==> src/rtl/pscf_pkg.sv <==
`timescale 1ns / 1ps
// ----------------------------------------------------------------------------
// Pitch synthesis comb filter package
// Shared widths, constants, types and codes for the comb filter block.
// ----------------------------------------------------------------------------
package pscf_pkg;

    localparam int SAMPLE_W      = 16;
    localparam int GAIN_W        = 16;
    localparam int LAG_W         = 11;
    localparam int FLEN_W        = 11;
    localparam int FPOS_W        = 11;
    localparam int PROD_W        = SAMPLE_W + GAIN_W + 1;
    localparam int FRAC_SHIFT    = 14;
    localparam int RND_W         = PROD_W - FRAC_SHIFT;
    localparam int SUM_W         = RND_W + 1;
    localparam int MAX_FRAME_DEF = 1024;

    localparam logic [FLEN_W-1:0]         FLEN_RESET = 11'd256;
    localparam logic signed [PROD_W-1:0]  ROUND_HALF = 33'sd8192;
    localparam logic signed [SUM_W-1:0]   SUM_MAX    = 20'sd32767;
    localparam logic signed [SUM_W-1:0]   SUM_MIN    = -20'sd32768;

    typedef logic signed [SAMPLE_W-1:0] sample_t;
    typedef logic signed [GAIN_W-1:0]   gain_t;
    typedef logic [LAG_W-1:0]           lag_t;
    typedef logic [FLEN_W-1:0]          flen_t;
    typedef logic [FPOS_W-1:0]          fpos_t;

    typedef enum logic [1:0]
    {
        TAP_NONE = 2'd0,
        TAP_SELF = 2'd1,
        TAP_HIST = 2'd2
    } tap_mode_t;

    typedef struct packed
    {
        sample_t   sample;
        gain_t     gain;
        tap_mode_t mode;
    } req_t;

    typedef struct packed
    {
        logic busy;
        logic advance;
        logic fwd;
        logic hist;
    } mac_stat_t;

endpackage

==> src/rtl/pscf_if.sv <==


interface pscf_out_if
    import pscf_pkg::*;
();
    logic    valid;
    logic    ready;
    sample_t out_sample;

    modport source (output valid, output out_sample, input ready);
    modport sink   (input valid, input out_sample, output ready);
endinterface


==> src/rtl/pscf_tap_mac.sv <==
`timescale 1ns / 1ps
// ----------------------------------------------------------------------------
// Tap multiply-accumulate stage
// Selects the feedback tap, multiplies by the gain, rounds, adds the input
// sample, saturates, writes the history memory and holds the result.
// ----------------------------------------------------------------------------
module pscf_tap_mac
    import pscf_pkg::*;
#(
    parameter int MAX_FRAME = MAX_FRAME_DEF,
    parameter int AW        = $clog2(MAX_FRAME)
)
(
    input  logic          clk,
    input  logic          rst_n,
    input  logic          accept,
    input  req_t          req,
    input  logic [AW-1:0] raddr,
    input  logic [AW-1:0] waddr,
    input  sample_t       mem_rdata,
    output logic          in_ready,
    output logic          mem_we,
    output logic [AW-1:0] mem_waddr,
    output sample_t       mem_wdata,
    pscf_out_if.source    results,
    output mac_stat_t     stat
);

    logic                      s1_valid_reg;
    req_t                      s1_req_reg;
    logic [AW-1:0]             s1_waddr_reg;
    logic                      fwd_reg;
    sample_t                   fwd_data_reg;
    logic                      out_valid_reg;
    sample_t                   out_data_reg;

    logic                      s1_adv;
    sample_t                   tap;
    logic signed [PROD_W-1:0]  prod;
    logic signed [RND_W-1:0]   rnd;
    logic signed [SUM_W-1:0]   sum;
    sample_t                   y;

    always_comb
    begin
        s1_adv   = s1_valid_reg && (!out_valid_reg || results.ready);
        in_ready = !s1_valid_reg || s1_adv;

        case (s1_req_reg.mode)
            TAP_SELF: tap = s1_req_reg.sample;
            TAP_HIST: tap = fwd_reg ? fwd_data_reg : mem_rdata;
            default:  tap = '0;
        endcase

        prod = PROD_W'(s1_req_reg.gain) * PROD_W'(tap) + ROUND_HALF;
        rnd  = prod[PROD_W-1:FRAC_SHIFT];
        sum  = SUM_W'(s1_req_reg.sample) + SUM_W'(rnd);
        if (sum > SUM_MAX)
        begin
            y = SUM_MAX[SAMPLE_W-1:0];
        end
        else if (sum < SUM_MIN)
        begin
            y = SUM_MIN[SAMPLE_W-1:0];
        end
        else
        begin
            y = sum[SAMPLE_W-1:0];
        end
    end

    assign mem_we             = s1_adv;
    assign mem_waddr          = s1_waddr_reg;
    assign mem_wdata          = y;
    assign results.valid      = out_valid_reg;
    assign results.out_sample = out_data_reg;
    assign stat.busy          = s1_valid_reg;
    assign stat.advance       = s1_adv;
    assign stat.fwd           = fwd_reg;
    assign stat.hist          = (s1_req_reg.mode == TAP_HIST);

    always_ff @(posedge clk or negedge rst_n)
    begin
        if (!rst_n)
        begin
            s1_valid_reg  <= 1'b0;
            out_valid_reg <= 1'b0;
            fwd_reg       <= 1'b0;
        end
        else
        begin
            if (accept)
            begin
                s1_valid_reg <= 1'b1;
                fwd_reg      <= s1_adv && (s1_waddr_reg == raddr) &&
                                (req.mode == TAP_HIST);
            end
            else if (s1_adv)
            begin
                s1_valid_reg <= 1'b0;
            end
            if (s1_adv)
            begin
                out_valid_reg <= 1'b1;
            end
            else if (results.ready)
            begin
                out_valid_reg <= 1'b0;
            end
        end
    end

    always_ff @(posedge clk)
    begin
        if (accept)
        begin
            s1_req_reg   <= req;
            s1_waddr_reg <= waddr;
            fwd_data_reg <= y;
        end
        if (s1_adv)
        begin
            out_data_reg <= y;
        end
    end

endmodule

==> src/flat_wrapper.sv <==
// flat-port wrapper written by rule: the top's interface ports become plain ports
module pscf_tap_mac_flat import pscf_pkg::*;
#(
    parameter int MAX_FRAME = MAX_FRAME_DEF,
    parameter int AW        = $clog2(MAX_FRAME)
)
  (clk, rst_n, accept, req, raddr, waddr, mem_rdata, in_ready, mem_we, mem_waddr, mem_wdata, stat, results_valid, results_out_sample, results_ready);
  pscf_out_if results_i ();
  input  logic clk;
  input  logic rst_n;
  input  logic accept;
  input  req_t req;
  input  logic [AW-1:0] raddr;
  input  logic [AW-1:0] waddr;
  input  sample_t mem_rdata;
  output logic in_ready;
  output logic mem_we;
  output logic [AW-1:0] mem_waddr;
  output sample_t mem_wdata;
  output mac_stat_t stat;
  output wire logic [$bits(results_i.valid)-1:0] results_valid;
  output wire logic [$bits(results_i.out_sample)-1:0] results_out_sample;
  input wire logic [$bits(results_i.ready)-1:0] results_ready;
  assign results_valid = results_i.valid;
  assign results_out_sample = results_i.out_sample;
  assign results_i.ready = results_ready;
  pscf_tap_mac #(.MAX_FRAME(MAX_FRAME), .AW(AW)) u_core (.clk(clk), .rst_n(rst_n), .accept(accept), .req(req), .raddr(raddr), .waddr(waddr), .mem_rdata(mem_rdata), .in_ready(in_ready), .mem_we(mem_we), .mem_waddr(mem_waddr), .mem_wdata(mem_wdata), .results(results_i), .stat(stat));
endmodule
==> config.mk <==
export PLATFORM = sky130hd
export DESIGN_NAME = pscf_tap_mac_flat
export DESIGN_NICKNAME = d
export VERILOG_FILES = /design/src/rtl/pscf_pkg.sv /design/src/rtl/pscf_if.sv /design/src/rtl/pscf_tap_mac.sv /design/src/flat_wrapper.sv
export SDC_FILE = /design/constraint.sdc
export NUM_CORES = 1
export LEC_CHECK = 0
export BUFFER_PORTS_ARGS = -buffer_cell sky130_fd_sc_hd__buf_2
export CORE_ASPECT_RATIO = 1.4
export CORE_UTILIZATION = 40
export DETAILED_ROUTE_END_ITERATION = 16
export PLACE_DENSITY = 0.67
export SLEW_MARGIN = 20
export SYNTH_ARGS = -nofsm -noshare
export SYNTH_HDL_FRONTEND = slang
export SYNTH_SLANG_ARGS = --single-unit
==> constraint.sdc <==
create_clock -name clk -period 19.5 [get_ports clk]
set_clock_uncertainty 0.15 [all_clocks]
set_input_delay 1.95 -clock clk [delete_from_list [all_inputs] [get_ports clk]]
set_output_delay 1.95 -clock clk [all_outputs]
set_load 0.05 [all_outputs]
==> results.yml <==
outcome:
  outcome: "complete, no violations"
setup_path:
  r2r_start: "u_core.fwd_reg"
  crit_path_max_incr_delay_ns: 0.75
  crit_top_cell: "fa_1"
  arrival_ns: 11.68
  crit_slowest_cell: "fa_1"
  startpoint: "mem_rdata[1]"
  critPathLaunchType: "primary input"
  path_delay_family: "adder cells"
  cp_data_required_time_ns: 17.40
  worst-path-buf-inv: 8
  endpoint_kind: "output pin"
  crit_path_max_fanout: 15
  cp.depth: 36
  r2r_slack_ns: 8.85
  rr_worst_depth: 34
  crit_type: "primary input to output pin"
timing:
  setup_tns_ns: 0
  rsz0062_at_grt: "no"
  slew_viol_final: 0
  fmax_mhz: 72.5
  post-route-period-util_pct: 70.7
  relSlewSlack_pct: 37.0
  post-route-worst-setup-slack_ns: 5.72
  worstMarginPinSlew_ns: 0.943
  finalHoldViolations: 0
  fin_crit_ns: 13.78
  setup_viol: 0
synth:
  synthTopCellsByArea: "fa_1, edfxtp_1, ha_1, inv_1, and2_1"
  ys_top_cells_by_count: "inv_1, fa_1, nand2_1, and2_1, ha_1"
  syn_nets: 1843
  yosysWarnings: 0
  synth_seq_cells: 79
  synthMostInstantiatedCell: "inv_1"
  synth_top_cell_by_area: "fa_1"
  synth_edf_count: 76
  ys_types: 71
  ys_seq_area_share_pct: 16.9
  ys.flop_type: "edfxtp_1"
  syn_area_sq_um: 13900
  async_flop_share_pct: 3.80
  syn_area_per_cell_sq_um: 9.94
  yosysTopAreaCellShare_pct: 38.5
  synthCells: 1400
global_routing:
  grt_max_degree: 64
  grt-ovfl-total: 0
  grt_pass1_vias: 10978
  antenna_found_initial: 2
  grt_pass1_wl_um: 55600
  gr-usage-all-layers_pct: 20.0
floorplanning:
  die_y_um: 223
  ioPinCount: 123
  placementRows: 80
  die_w_um: 160
  core_area_sq_um: 34100
  start_util_pct: 40.8
  dieArea_sq_um: 35600
clock_network:
  cts_hold_buf: 0
  clk_path_buf_depth: 2
  clkLatencyLatePin_ns: 0.35
  clk_pin_slew_ns: 0.06
  htreeDepth: 3
  ctsResizeCount: 0
  clock_sinks: 79
  numCtsBuffers: 9
  cts_root_buf: "clkbuf_16"
  postCtsSetupBuffers: 0
  cts_tree: "done"
layout:
  largest_reg_flops: 34
  final-seq-area_sq_um: 2360
  drive_gt1_share_pct: 13.2
  layout.nets: 1949
  nFillCells: 3226
  area_delta_synth_final_pct: 10.3
  multi_input_area_sq_um: 10200
  fin_util_pct: 45.0
  finalNonFillerCells: 1963
route:
  wire_per_inst_um: 17.1
  drt_pass1_iterations: 5
  drt_iter0_drc: 446
  avgViaCountPerCell: 5.09
  postRouteWirelength_um: 33600
  drtAntennaViolNets: 0
  remaining_drc_errors: 0
  routed-via-count: 9998
place:
  place_inst: 1946
  place_ws_ns: 5.70
  gp_congestion: 0.891
  io_buffers: 122
  place_hpwl_um: 28100
min_path:
  hold_start: "u_core.s1_valid_reg"
  hp-class: "flip-flop to flip-flop"
  hold_path_depth: 1
run:
  drv_cap: 0
placed cells by master (no fill, tap or decap), types with 4 or more instances in the layout:
cell | Yosys | routed
inv_1 | 306 | 306
fa_1 | 268 | 268
nand2_1 | 149 | 149
buf_2 | 1 | 122
and2_1 | 113 | 113
ha_1 | 101 | 101
edfxtp_1 | 76 | 76
nor2_1 | 53 | 51
a21oi_1 | 46 | 46
xnor2_1 | 37 | 37
o21ai_0 | 21 | 21
a21o_1 | 18 | 18
buf_4 | 4 | 18
mux2_2 | 16 | 16
a22oi_1 | 15 | 15
nand3_1 | 11 | 11
xor2_1 | 11 | 11
nand4_1 | 10 | 10
clkbuf_16 | 0 | 9
a211oi_1 | 6 | 6
nand2b_1 | 5 | 5
nand3b_1 | 5 | 5
o21ai_1 | 5 | 5
a31oi_1 | 5 | 5
or2_2 | 5 | 5
nor3_1 | 5 | 5
o21a_1 | 5 | 5
and3_1 | 4 | 4
o21bai_1 | 4 | 4
final timing paths:
| path | to |
|---|---|
| min in group asynchronous | u_core.results.valid |
| worst min register to register | u_core.results.valid |
| max in group asynchronous | u_core.fwd_reg |
| worst max-delay path | mem_wdata[1] |
| worst min-delay path | u_core.results.valid |
| worst max register to register | u_core.fwd_data_reg[1] |
cell families after synthesis:
logic type,synth area share (%)
simple gates,13.5
mux,1.51
xor+xnor,3.14
compound gates,7.70
fa+ha+maj,47.6
flops,16.9
buf+inv,9.64
cell type report:
| cell class | instances | area share, % |
|---|---|---|
| timing repair buffer | 140 | 4.86 |
| multi-input combinational | 970 | 66.6 |
| clock buffer | 9 | 1.47 |
| sequential | 79 | 15.3 |
| inverter | 306 | 7.48 |
| antenna | 1 | 0.0163 |
| clock inverter | 7 | 0.570 |
| tap | 451 | 3.67 |
per-stage QoR:
stage | instance area [sq um] | hold slack [ns]
after floorplan | 13900 | 0.322
after global routing | 15400 | 0.423
final | 15400 | 0.383
after CTS | 15400 | 0.384
after detailed placement | 15000 | 0.369
after global placement | 15000 | 0.359
routing by layer:
| layer | up-vias | wire length (um) | track usage (%) |
|---|---|---|---|
| met1 | 5162 | 12500 | 22.6 |
| met2 | 202 | 19300 | 38.9 |
| met4 | 0 | 1010 | 6.85 |
| met3 | 68 | 771 | 1.44 |
| li1 | 4566 | - | - |
| met5 | - | 0 | 0 |
worst register-to-register path, delay by kind of cell (launching register included):
kind / cells / cell delay (ns)
fa+ha+maj: 8 / 4.18
compound gates: 10 / 2.70
simple gates: 7 / 1.16
flops: 1 / 0.83
buf+inv: 6 / 0.73
mux: 2 / 0.55
xor+xnor: 1 / 0.13
Power is not shown: default switching activity piles up to over one toggle a cycle in this logic, so the estimate is an artifact.
